### src/hdl/integer_to_ascii_formatter_defines.svh
// Assertion macros shared by the formatter RTL.
`ifndef INTEGER_TO_ASCII_FORMATTER_DEFINES_SVH
`define INTEGER_TO_ASCII_FORMATTER_DEFINES_SVH
`ifndef SYNTH
// Same-cycle implication.
`define I2A_ASSERT_IMP(label, clk, rstn, ante, cons) \
    label: assert property (@(posedge clk) disable iff (!(rstn)) (ante) |-> (cons)) \
        else $error("i2a: same-cycle check failed");
// Next-cycle implication.
`define I2A_ASSERT_NXT(label, clk, rstn, ante, cons) \
    label: assert property (@(posedge clk) disable iff (!(rstn)) (ante) |=> (cons)) \
        else $error("i2a: next-cycle check failed");
`else
`define I2A_ASSERT_IMP(label, clk, rstn, ante, cons)
`define I2A_ASSERT_NXT(label, clk, rstn, ante, cons)
`endif
`endif

### src/hdl/i2a_pkg.sv
package i2a_pkg;

    // Conversion kinds
    localparam logic [2:0] OP_SDEC = 3'd0;
    localparam logic [2:0] OP_UDEC = 3'd1;
    localparam logic [2:0] OP_HEXL = 3'd2;
    localparam logic [2:0] OP_HEXU = 3'd3;
    localparam logic [2:0] OP_PTR  = 3'd4;
    localparam logic [2:0] OP_CHAR = 3'd5;

    localparam int POINTER_BITS = 64;
    localparam logic [63:0] PTR_MASK = 64'((65'd1 << POINTER_BITS) - 65'd1);

    localparam int MAX_CHARS = 18;
    localparam int CNT_W     = $clog2(MAX_CHARS + 1);
    localparam int NIL_LEN   = 5;
    localparam int NIL_W     = $clog2(NIL_LEN);

    // x / 10 == (x * 0xCCCCCCCD) >> 35 for any 32-bit x
    localparam logic [31:0] DEC_RECIP = 32'hCCCC_CCCD;
    localparam int          DEC_SHIFT = 35;

    localparam logic [7:0] CASE_BIT  = 8'h20;
    localparam logic [7:0] CH_ZERO   = 8'h30;
    localparam logic [7:0] CH_MINUS  = 8'h2D;
    localparam logic [7:0] CH_X      = 8'h78;

    localparam logic [7:0] HEX_DIGITS [16] = '{
        8'h30, 8'h31, 8'h32, 8'h33, 8'h34, 8'h35, 8'h36, 8'h37,
        8'h38, 8'h39, 8'h41, 8'h42, 8'h43, 8'h44, 8'h45, 8'h46
    };

    // "(nil)"
    localparam logic [7:0] NIL_TEXT [NIL_LEN] = '{8'h28, 8'h6E, 8'h69, 8'h6C, 8'h29};

    typedef enum logic [3:0] {
        ST_IDLE,
        ST_DISPATCH,
        ST_MUL,
        ST_DEC,
        ST_HEX,
        ST_SIGN,
        ST_PX,
        ST_P0,
        ST_NIL,
        ST_CHAR,
        ST_EMIT
    } i2a_state_t;

    // Source of the character pushed into the text buffer
    typedef enum logic [2:0] {
        PS_DEC,
        PS_HEX,
        PS_MINUS,
        PS_X,
        PS_ZERO,
        PS_NIL,
        PS_CHAR
    } push_sel_t;

    typedef struct packed {
        logic      load;
        logic      mul;
        logic      push;
        push_sel_t sel;
        logic      pop;
    } i2a_cmd_t;

    typedef struct packed {
        logic [2:0] op;
        logic       neg;
        logic       work_zero;
        logic       dec_last;
        logic       hex_last;
        logic       nil_last;
        logic       emit_last;
    } i2a_stat_t;

endpackage

### src/hdl/i2a_dp.sv
`include "integer_to_ascii_formatter_defines.svh"

module i2a_dp import i2a_pkg::*; (
    input  logic        aclk,
    input  logic        aresetn,
    input  logic [2:0]  in_op,
    input  logic [63:0] in_value,
    input  i2a_cmd_t    cmd,
    output i2a_stat_t   stat,
    output logic [7:0]  out_char,
    output logic        out_last
);

    logic [2:0]             op_reg;
    logic                   neg_reg;
    logic [63:0]            work_reg, work_next;
    logic [63:0]            prod_reg;
    logic [NIL_W-1:0]       nil_idx_reg;
    logic [CNT_W-1:0]       count_reg, count_next;
    logic [7:0]             chars_reg [MAX_CHARS];

    logic [31:0]            low;
    logic                   in_neg;
    logic [31:0]            mag;
    logic [63-DEC_SHIFT:0]  quo;
    logic [31:0]            quo10;
    logic [31:0]            rem_full;
    logic [7:0]             case_or;
    logic [7:0]             push_char;

    assign low    = in_value[31:0];
    assign in_neg = (in_op == OP_SDEC) && low[31];
    assign mag    = in_neg ? (32'd0 - low) : low;

    // quotient and remainder of the current decimal step
    assign quo      = prod_reg[63:DEC_SHIFT];
    assign quo10    = 32'({quo, 3'b000}) + 32'({quo, 1'b0});
    assign rem_full = work_reg[31:0] - quo10;

    assign case_or = ((op_reg == OP_HEXL) || (op_reg == OP_PTR)) ? CASE_BIT : 8'h00;

    always_comb begin
        case (cmd.sel)
            PS_DEC:   push_char = CH_ZERO | {4'd0, rem_full[3:0]};
            PS_HEX:   push_char = HEX_DIGITS[work_reg[3:0]] | case_or;
            PS_MINUS: push_char = CH_MINUS;
            PS_X:     push_char = CH_X;
            PS_ZERO:  push_char = CH_ZERO;
            PS_NIL:   push_char = NIL_TEXT[nil_idx_reg];
            PS_CHAR:  push_char = work_reg[7:0];
            default:  push_char = CH_ZERO;
        endcase
    end

    always_comb begin
        work_next = work_reg;
        if (cmd.load) begin
            work_next = (in_op == OP_PTR) ? (in_value & PTR_MASK) : {32'd0, mag};
        end else if (cmd.push && cmd.sel == PS_DEC) begin
            work_next = 64'(quo);
        end else if (cmd.push && cmd.sel == PS_HEX) begin
            work_next = work_reg >> 4;
        end
    end

    always_comb begin
        count_next = count_reg;
        if (cmd.load) begin
            count_next = '0;
        end else if (cmd.push) begin
            count_next = count_reg + CNT_W'(1);
        end else if (cmd.pop) begin
            count_next = count_reg - CNT_W'(1);
        end
    end

    always_ff @(posedge aclk) begin
        if (!aresetn) begin
            count_reg <= '0;
        end else begin
            count_reg <= count_next;
        end
    end

    always_ff @(posedge aclk) begin
        work_reg <= work_next;
        if (cmd.load) begin
            op_reg      <= in_op;
            neg_reg     <= in_neg;
            nil_idx_reg <= NIL_W'(NIL_LEN - 1);
        end
        if (cmd.mul) begin
            prod_reg <= work_reg[31:0] * DEC_RECIP;
        end
        if (cmd.push && cmd.sel == PS_NIL) begin
            nil_idx_reg <= nil_idx_reg - NIL_W'(1);
        end
        // text is built last character first; slot 0 ends up as the first
        if (cmd.push) begin
            chars_reg[0] <= push_char;
            for (int i = 1; i < MAX_CHARS; i++) begin
                chars_reg[i] <= chars_reg[i-1];
            end
        end else if (cmd.pop) begin
            for (int i = 0; i < MAX_CHARS - 1; i++) begin
                chars_reg[i] <= chars_reg[i+1];
            end
        end
    end

    assign stat.op        = op_reg;
    assign stat.neg       = neg_reg;
    assign stat.work_zero = (work_reg == 64'd0);
    assign stat.dec_last  = (quo == '0);
    assign stat.hex_last  = (work_reg[63:4] == 60'd0);
    assign stat.nil_last  = (nil_idx_reg == '0);
    assign stat.emit_last = (count_reg == CNT_W'(1));

    assign out_char = chars_reg[0];
    assign out_last = stat.emit_last;

    `I2A_ASSERT_IMP(a_count_bound, aclk, aresetn, 1'b1, count_reg <= CNT_W'(MAX_CHARS))
    `I2A_ASSERT_NXT(a_push_grows, aclk, aresetn, cmd.push && !cmd.load,
                    count_reg == $past(count_reg) + CNT_W'(1))
    `I2A_ASSERT_IMP(a_pop_nonempty, aclk, aresetn, cmd.pop, count_reg != '0)

endmodule

### src/hdl/i2a_ctrl.sv
`include "integer_to_ascii_formatter_defines.svh"

module i2a_ctrl import i2a_pkg::*; (
    input  logic      aclk,
    input  logic      aresetn,
    input  logic      in_valid,
    input  logic      out_ready,
    input  i2a_stat_t stat,
    output i2a_cmd_t  cmd,
    output logic      in_ready,
    output logic      out_valid
);

    i2a_state_t state_reg, state_next;

    always_ff @(posedge aclk) begin
        if (!aresetn) begin
            state_reg <= ST_IDLE;
        end else begin
            state_reg <= state_next;
        end
    end

    always_comb begin
        state_next = state_reg;
        cmd.load   = 1'b0;
        cmd.mul    = 1'b0;
        cmd.push   = 1'b0;
        cmd.sel    = PS_DEC;
        cmd.pop    = 1'b0;
        in_ready   = 1'b0;
        out_valid  = 1'b0;
        case (state_reg)
            ST_IDLE: begin
                in_ready = 1'b1;
                if (in_valid) begin
                    cmd.load   = 1'b1;
                    state_next = ST_DISPATCH;
                end
            end
            ST_DISPATCH: begin
                case (stat.op)
                    OP_SDEC, OP_UDEC: state_next = ST_MUL;
                    OP_HEXL, OP_HEXU: state_next = ST_HEX;
                    OP_PTR:           state_next = stat.work_zero ? ST_NIL : ST_HEX;
                    OP_CHAR:          state_next = ST_CHAR;
                    default:          state_next = ST_IDLE;   // unused kind: dropped
                endcase
            end
            ST_MUL: begin
                cmd.mul    = 1'b1;
                state_next = ST_DEC;
            end
            ST_DEC: begin
                cmd.push = 1'b1;
                cmd.sel  = PS_DEC;
                if (stat.dec_last) begin
                    state_next = stat.neg ? ST_SIGN : ST_EMIT;
                end else begin
                    state_next = ST_MUL;
                end
            end
            ST_HEX: begin
                cmd.push = 1'b1;
                cmd.sel  = PS_HEX;
                if (stat.hex_last) begin
                    state_next = (stat.op == OP_PTR) ? ST_PX : ST_EMIT;
                end
            end
            ST_SIGN: begin
                cmd.push   = 1'b1;
                cmd.sel    = PS_MINUS;
                state_next = ST_EMIT;
            end
            ST_PX: begin
                cmd.push   = 1'b1;
                cmd.sel    = PS_X;
                state_next = ST_P0;
            end
            ST_P0: begin
                cmd.push   = 1'b1;
                cmd.sel    = PS_ZERO;
                state_next = ST_EMIT;
            end
            ST_NIL: begin
                cmd.push = 1'b1;
                cmd.sel  = PS_NIL;
                if (stat.nil_last) begin
                    state_next = ST_EMIT;
                end
            end
            ST_CHAR: begin
                cmd.push   = 1'b1;
                cmd.sel    = PS_CHAR;
                state_next = ST_EMIT;
            end
            ST_EMIT: begin
                out_valid = 1'b1;
                if (out_ready) begin
                    cmd.pop = 1'b1;
                    if (stat.emit_last) begin
                        state_next = ST_IDLE;
                    end
                end
            end
            default: begin
                state_next = ST_IDLE;
            end
        endcase
    end

    `I2A_ASSERT_IMP(a_no_overlap, aclk, aresetn, in_ready, !out_valid)
    `I2A_ASSERT_NXT(a_accept_dispatch, aclk, aresetn, in_valid && in_ready,
                    state_reg == ST_DISPATCH)
    `I2A_ASSERT_NXT(a_last_to_idle, aclk, aresetn,
                    out_valid && out_ready && stat.emit_last, in_ready)

endmodule

### src/hdl/integer_to_ascii_formatter.sv
// Integer-to-ASCII formatter, printf style.
// Slave channel: one item carries a conversion kind in s_tuser (0 signed dec,
// 1 unsigned dec, 2 hex lower, 3 hex upper, 4 pointer, 5 char) and the 64-bit
// argument in s_tdata. Kinds 6 and 7 are accepted and produce nothing.
// Master channel: one ASCII character per item in m_tdata, most significant
// first; m_tlast marks the final character of a conversion (1 to 18 chars).
// Timing: the block works on one item at a time. After accept, a dispatch
// state, then the text is built into an 18-slot shift buffer: each decimal
// digit takes a registered reciprocal multiply, then the remainder; each hex
// digit, sign, prefix, "(nil)" or char character is pushed directly. The text
// then drains one character per cycle while m_tready is high. The decimal
// digit loop through the multiplier sets the worst case for the decimal kinds.
// s_tready is high only when idle, so no new item enters while text drains.
// Stalls: m_tdata/m_tlast hold while m_tvalid is high and m_tready is low.
// Reset (aresetn low, synchronous) returns to idle and empties the buffer.
module integer_to_ascii_formatter import i2a_pkg::*; (
    input  logic        aclk,
    input  logic        aresetn,
    // input stream
    input  logic        s_tvalid,
    output logic        s_tready,
    input  logic [63:0] s_tdata,    // [63:0] value
    input  logic [2:0]  s_tuser,    // [2:0] op
    // character stream
    output logic        m_tvalid,
    input  logic        m_tready,
    output logic [7:0]  m_tdata,    // [7:0] character
    output logic        m_tlast     // last
);

    i2a_cmd_t  cmd;
    i2a_stat_t stat;

    // sequencer: walks digits, prefixes and drain
    i2a_ctrl u_ctrl (
        .aclk      (aclk),
        .aresetn   (aresetn),
        .in_valid  (s_tvalid),
        .out_ready (m_tready),
        .stat      (stat),
        .cmd       (cmd),
        .in_ready  (s_tready),
        .out_valid (m_tvalid)
    );

    // datapath: working value, divide-by-ten, text buffer
    i2a_dp u_dp (
        .aclk     (aclk),
        .aresetn  (aresetn),
        .in_op    (s_tuser),
        .in_value (s_tdata),
        .cmd      (cmd),
        .stat     (stat),
        .out_char (m_tdata),
        .out_last (m_tlast)
    );

endmodule

### config.mk
export PLATFORM = sky130hd
export DESIGN_NAME = integer_to_ascii_formatter
export DESIGN_NICKNAME = d
export VERILOG_FILES = /design/src/hdl/i2a_pkg.sv /design/src/hdl/i2a_dp.sv /design/src/hdl/i2a_ctrl.sv /design/src/hdl/integer_to_ascii_formatter.sv
export VERILOG_INCLUDE_DIRS = /design/src /design/src/hdl
export SDC_FILE = /design/constraint.sdc
export NUM_CORES = 2
export LEC_CHECK = 0
export BUFFER_PORTS_ARGS = -buffer_cell sky130_fd_sc_hd__buf_2
export CAP_MARGIN = 30
export CORE_MARGIN = 2
export CORE_UTILIZATION = 50
export CTS_CLUSTER_DIAMETER = 30
export DETAILED_ROUTE_END_ITERATION = 8
export PLACE_DENSITY = 0.77
export SYNTH_ARGS = -nofsm -noshare
export SYNTH_HDL_FRONTEND = slang
export SYNTH_SLANG_ARGS = --single-unit
### constraint.sdc
create_clock -name aclk -period 9.6 [get_ports aclk]
set_input_delay 1.92 -clock aclk [delete_from_list [all_inputs] [get_ports aclk]]
set_output_delay 1.92 -clock aclk [all_outputs]
set_load 0.03 [all_outputs]
Yosys cells after proc, flatten, opt, wreduce, memory -nomap -nowiden
Memory sizes are Yosys's and may differ from the RTL's.
Index checks and enable logic that the tools add are counted.
{"block": "word_totals", "in_bits": 71, "rom_bits": 192, "ramBits": 144, "output_inout_bits": 11, "mem_count": 3, "reg_bits": 144}
{"block": "op_classes", "n_mul": 1, "n_eq_ne": 27, "addsub": 6, "magnitude_cmp": 2, "bitwise": 21, "mux": 56, "reduce_logical": 21}
{"name": "u_dp.chars_reg", "depth": 18, "word_bits": 8, "read_ports": 18, "rd_ports_with_merged_regs": 0, "wr": 18, "line_no": "i2a_dp.sv:20", "text": "logic [7:0] chars_reg [MAX_CHARS];"}
{"name": "(no name shown)", "depth": 16, "word_bits": 8, "read_ports": 1, "rd_ports_with_merged_regs": 0, "wr": 0, "line_no": "i2a_dp.sv:45", "text": "PS_HEX: push_char = HEX_DIGITS[work_reg[3:0]] | case_or;"}
{"name": "(no name shown)", "depth": 8, "word_bits": 8, "read_ports": 1, "rd_ports_with_merged_regs": 0, "wr": 0, "line_no": "i2a_dp.sv:49", "text": "PS_NIL: push_char = NIL_TEXT[nil_idx_reg];"}
{"operator": "$mux W64", "n": 4}
{"operator": "$mux W8", "n": 21}
{"operator": "$logic_not A64 Y1", "n": 1}
{"operator": "$mul A32 B32 Y64 const B", "n": 1}
{"operator": "$logic_not A60 Y1", "n": 1}
{"operator": "$pmux W8 S6", "n": 1}
{"operator": "$mux W4", "n": 9}
{"operator": "$pmux W4 S9", "n": 1}
{"operator": "$mux W32", "n": 1}
{"operator": "$sub A1 B32 Y32 const A", "n": 1}
{"operator": "$logic_not A29 Y1", "n": 1}
{"operator": "$pmux W4 S7", "n": 1}
{"operator": "$or A1 B1 Y1", "n": 17}
{"operator": "$eq A4 B3 Y1 const B", "n": 4}
{"operator": "$pmux W4 S4", "n": 1}
{"operator": "$eq A3 B3 Y1 const B", "n": 5}
{"operator": "$eq A3 B2 Y1 const B", "n": 4}
{"operator": "$eq A4 B4 Y1 const B", "n": 3}
{"operator": "$logic_not A3 Y1", "n": 4}
{"operator": "$mux W1", "n": 12}
{"operator": "$mux W5", "n": 2}
{"operator": "$ne A2 B2 Y1 const B", "n": 5}
{"operator": "$eq A4 B2 Y1 const B", "n": 2}
{"operator": "$or A8 B8 Y8", "n": 1}
{"operator": "23 further kinds", "n": 31}

Depth between registers and ports, before layout
{"block": "logic_depth", "depth_word": 7, "depth_mapped": 25, "ltp_nobuf": 25}

By module
From an unflattened synthesis, not the netlist that was laid out.
{"block": "unflattened", "cells_unflattened": 2917, "hier_area_um2": 29510.8}
{"mod": "i2a_dp", "area_each_um2": 29011.6, "n_inst": 1, "cells_per_inst": 2854, "seq_area_each_um2": 7427.1}
{"mod": "i2a_ctrl", "area_each_um2": 499.2, "n_inst": 1, "cells_per_inst": 63, "seq_area_each_um2": 80.1}

Worst setup path before layout
Ideal clock, no wire load.
{"block": "synth_timing", "path_type": "reg-to-reg", "start": "register u_dp.work_reg[9]", "end": "register u_dp.prod_reg[53], data pin", "path_slack_ps": 2756, "path_buffers": 1, "arrival_time_ps": 6578, "period_less_slack_ps": 6844, "required_ps": 9334, "setup_time_ps": 266, "path_stages_with_launch": 23, "cell_sequence": "edfxtp_1 ha_1 clkbuf_1 xor2_1 ha_1 fa_1 inv_1 fa_1 fa_1 inv_1 fa_1 fa_1 fa_1 ha_1 nand4_1 or4_1 or3_1 or2_1 o311a_1 a21oi_2 a21boi_2 o31ai_2 xor2_1"}
{"block": "synth_between", "elab_chain_cells": 1}
{"element": "start, declared", "line_no": "i2a_dp.sv:16", "text": "logic [63:0] work_reg, work_next;"}
{"element": "start signal, assigned", "line_no": "i2a_dp.sv:86", "text": "work_reg <= work_next;"}
{"element": "$mul A32 B32 Y64", "line_no": "i2a_dp.sv:93", "text": "prod_reg <= work_reg[31:0] * DEC_RECIP;"}
{"element": "end signal, assigned", "line_no": "i2a_dp.sv:93"}
{"element": "end, declared", "line_no": "i2a_dp.sv:17", "text": "logic [63:0] prod_reg;"}
Every way passes these cells.
A chain may end at the register's enable or synchronous reset.

Final worst setup path
{"block": "layout_timing", "start": "register u_dp.work_reg[2]", "end": "register u_dp.prod_reg[63], data pin"}
Same word-level chain as after synthesis.

==> flow_summary_export.csv <==
group,metric,value,unit
status,status,"complete, no violations",
drt,drc,0,
yosys,syn_avg_cell_area,9.934,µm²
worst_setup_path,path_common_cell,"fa_1",
sta,setup_viol,0,
sta,clock.fmax,123.3,MHz
cells_and_area,fin_cells,3803,
cells_and_area,largest_reg_flops,144,
cells_and_area,areaGrowthSynthToFinish,8.776,%
sta,rsz0062_at_grt,"no",
worst_setup_path,r2r_end,"u_dp.prod_reg[63]$_DFFE_PP_",
yosys,synth_most_common_cell,"inv_1",
worst_setup_path,regToRegSetupSlack,1.49,ns
yosys,yosysSeqAreaShare,25.69,%
yosys,syn-num-nets,3776,
drt,ant_nets,0,
yosys,synth_compound_area_share,8.532,%
global_routing,grt_pass1_vias,22100,
cells_and_area,nNetsFinal,3831,
global_routing,track_usage,28.44,%
placed_design,dp_cells,3716,
drt,num_vias,21450,
yosys,synth_commonest_cells,"inv_1, nand2_1, fa_1",
sta,fin_skew,0.04164,ns
cts,path_clk_slew,0.06,ns
drt,first_pass_iters,6,
drt,wire_per_inst,22.16,µm
cells_and_area,drive_gt1_share,6.234,%
floorplanning,num_io_pins,82,
drt,viasPerCell,5.639,
yosys,synthSimpleGateAreaFrac,11.08,%
worst_setup_path,rr_worst_depth,21,
sta,fin_setup_tns,0,ns
floorplanning,die_x,245.8,µm
yosys,synth_cell_types,72,
placed_design,gp_congestion,1.012,
placed_design,postPlaceCellArea,0.03036,mm²
worst_setup_path,cp_slowest_cell,"edfxtp_1",
worst_setup_path,r2r-start,"u_dp.work_reg[2]$_DFFE_PP_",
global_routing,grt_start_max_net_pins,86,
worst_setup_path,path_max_fanout,12,
yosys,ys_async_sr_fraction,0,%
cts,numCtsBuffers,44,
yosys,synth_edf_count,244,
drt,routed_wl,84280,µm
cts,cts_max_path_buffers,3,
yosys,synth_top_area_share,26.51,%
yosys,synth_top_family_by_area,"adder cells",
cells_and_area,fin_util,55.10,%
yosys,yosys.area.top_type,"fa_1",
sta,layout_worst_path_cycle_share,84.49,%
worst_setup_path,crit_end,"u_dp.prod_reg[63]$_DFFE_PP_",
global_routing,grt-ovfl-total,0,
floorplanning,row_count,88,
placed_design,hpwlAfterDp,69940,µm
sta,finalHoldViolations,0,
sta,worst_pin_slew,0.9704,ns
cts,ctsHoldBuffers,0,
yosys,syn_area,0.02923,mm²
sta,slew-limit-headroom,34.71,%
cells_and_area,nFillCells,5028,
floorplanning,die_area,0.06040,mm²
worst_setup_path,cp_slowest_stage_delay,0.69,ns
placed_design,io_buffers,81,
yosys,ys_warn_count,0,
worst_setup_path,critPathArrivalTime,8.39,ns
cts,clock-sinks,253,
cells_and_area,stdcell_area,0.03179,mm²
worst_setup_path,critPathKind,"reg -> reg",
sta,drv_slew,0,
sta,period_minus_slack,8.111,ns
yosys,ys_ff_latch,253,
yosys,synth_fa_ha_area_share,42.60,%
cts,cts_tree,"done",
worst_setup_path,crit_required,9.88,ns
global_routing,antenna_found_initial,6,
cts,h-tree-depth,2,
worst_hold_path,hp-class,"reg -> reg",
worst_setup_path,endpoint_kind,"register",
global_routing,grt_pass1_wl,129600,µm
yosys,synth_flop_cell,"edfxtp_1",
floorplanning,initial_core_util,50.66,%
floorplanning,die_h,245.8,µm
worst_setup_path,worstSetupStartpoint,"u_dp.work_reg[2]$_DFFE_PP_",
cts,clock-root-buffer,"clkbuf_16",
cts,clk_latency,0.58,ns
worst_setup_path,startpoint_type,"register",
yosys,synth_xor_area_share,3.356,%
floorplanning,coreArea,0.05770,mm²
worst_setup_path,crit_chain,"inv_1 -> ha_1 -> xor2_1 -> xor2_1 -> fa_1 -> fa_1 -> fa_1 -> fa_1 -> fa_1 -> inv_1 -> fa_1 -> inv_1 -> ha_1 -> and3_1 -> nand3_2 -> nor4b_1 -> a211oi_1 -> a311oi_1 -> nor2_1 -> o41ai_1 -> xnor2_1",
flow_run,maxCapViolCount,0,
cts,post-cts-setup-buffers,0,
yosys,synth.area.mux_share,0.03425,%
drt,drt_iter0_markers,2006,
yosys,synth_area_leaders,"fa_1, edfxtp_1, ha_1",
cts,ctsResizeCount,0,
yosys,synthCells,2942,
[routing by layer]
layer  part of all wire (%)  vias to the layer above  wire (µm)  global-route usage [%]
li1                       -                     9672          -                       -
met1                     39                    10560      33230                   37.35
met2                     46                      977      39090                   45.55
met3                    8.5                      239       7130                   5.107
met4                    5.7                        0       4827                   13.85
met5                      0                        -          0                       0
[critical path: cells and delay by family, from the launching register on]
family	cells	cell delay (ns)
and+or+nand+nor	4	0.81
xor gates and xnor gates	3	0.98
AOI/OAI and AO/OA	3	1.08
buffers and inverters	3	0.33
DFF	1	0.69
adders and majority gates	8	3.91
[kinds of logic after synthesis]
| kind of cell | count (synthesis) |
|---|---|
| buffers and inverters | 662 |
| AO/OA/AOI/OAI | 396 |
| multiplexers | 1 |
| adder cells (fa/ha/maj) | 763 |
| XOR/XNOR | 112 |
| flip-flops | 253 |
| AND/OR/NAND/NOR | 755 |
[how the worst min path moves through the flow]
stage	cells after the start	startpoint	slack (ns)	end
CTS	0	u_dp.chars_reg[0][135]$_DFFE_PP_	0.45	u_dp.chars_reg[0][143]$_DFFE_PP_
detailed placement	0	u_dp.chars_reg[0][130]$_DFFE_PP_	0.44	u_dp.chars_reg[0][138]$_DFFE_PP_
global placement	0	u_dp.chars_reg[0][135]$_DFFE_PP_	0.43	u_dp.chars_reg[0][143]$_DFFE_PP_
global route	0	u_dp.chars_reg[0][135]$_DFFE_PP_	0.45	u_dp.chars_reg[0][143]$_DFFE_PP_
floorplan	0	u_dp.chars_reg[0][128]$_DFFE_PP_	0.43	u_dp.chars_reg[0][136]$_DFFE_PP_
finish	0	u_dp.chars_reg[0][133]$_DFFE_PP_	0.45	u_dp.chars_reg[0][141]$_DFFE_PP_
[layout make-up]
type / count / area, µm² / share of cell area (%)
multi-input combinational: 2027 / 19210 / 60.42
sequential: 253 / 7507 / 23.61
inverter: 578 / 2170 / 6.824
clock buffer: 46 / 1109 / 3.487
tap: 765 / 957.2 / 3.011
timing repair buffer: 93 / 515.5 / 1.621
clock inverter: 35 / 311.5 / 0.9800
antenna: 6 / 15.01 / 0.04723
[layout by cell type, fill, tap and decap left out, types with 7 or more instances in the layout]
cell / instances
nor2_1: 112
clkinv_2: 9
o21ai_0: 53
inv_1: 578
buf_2: 81
a21oi_1: 145
xor2_1: 53
o31ai_1: 9
clkbuf_16: 44
edfxtp_1: 244
nand2_1: 487
nor4_1: 25
buf_4: 11
a211oi_1: 7
dfxtp_1: 9
nor3_1: 8
a31oi_1: 7
o21ai_1: 30
a21o_1: 44
and2_1: 16
fa_1: 387
a22o_1: 34
nand3_1: 16
xnor2_1: 59
and3_1: 9
nand4_1: 25
nand2b_1: 7
ha_1: 376
nor2b_1: 10
o21bai_1: 16
[stage by stage]
stage	setup slack, ns	hold WS (ns)
after floorplan	2.756	0.4262
after global placement	1.789	0.4309
after detailed placement	1.770	0.4397
after CTS	1.690	0.4498
after global routing	1.257	0.4544
final	1.489	0.4486
Power is left out: the tool's default activity adds up to more than one toggle a clock period on the data nets, which glitch-free logic cannot reach.
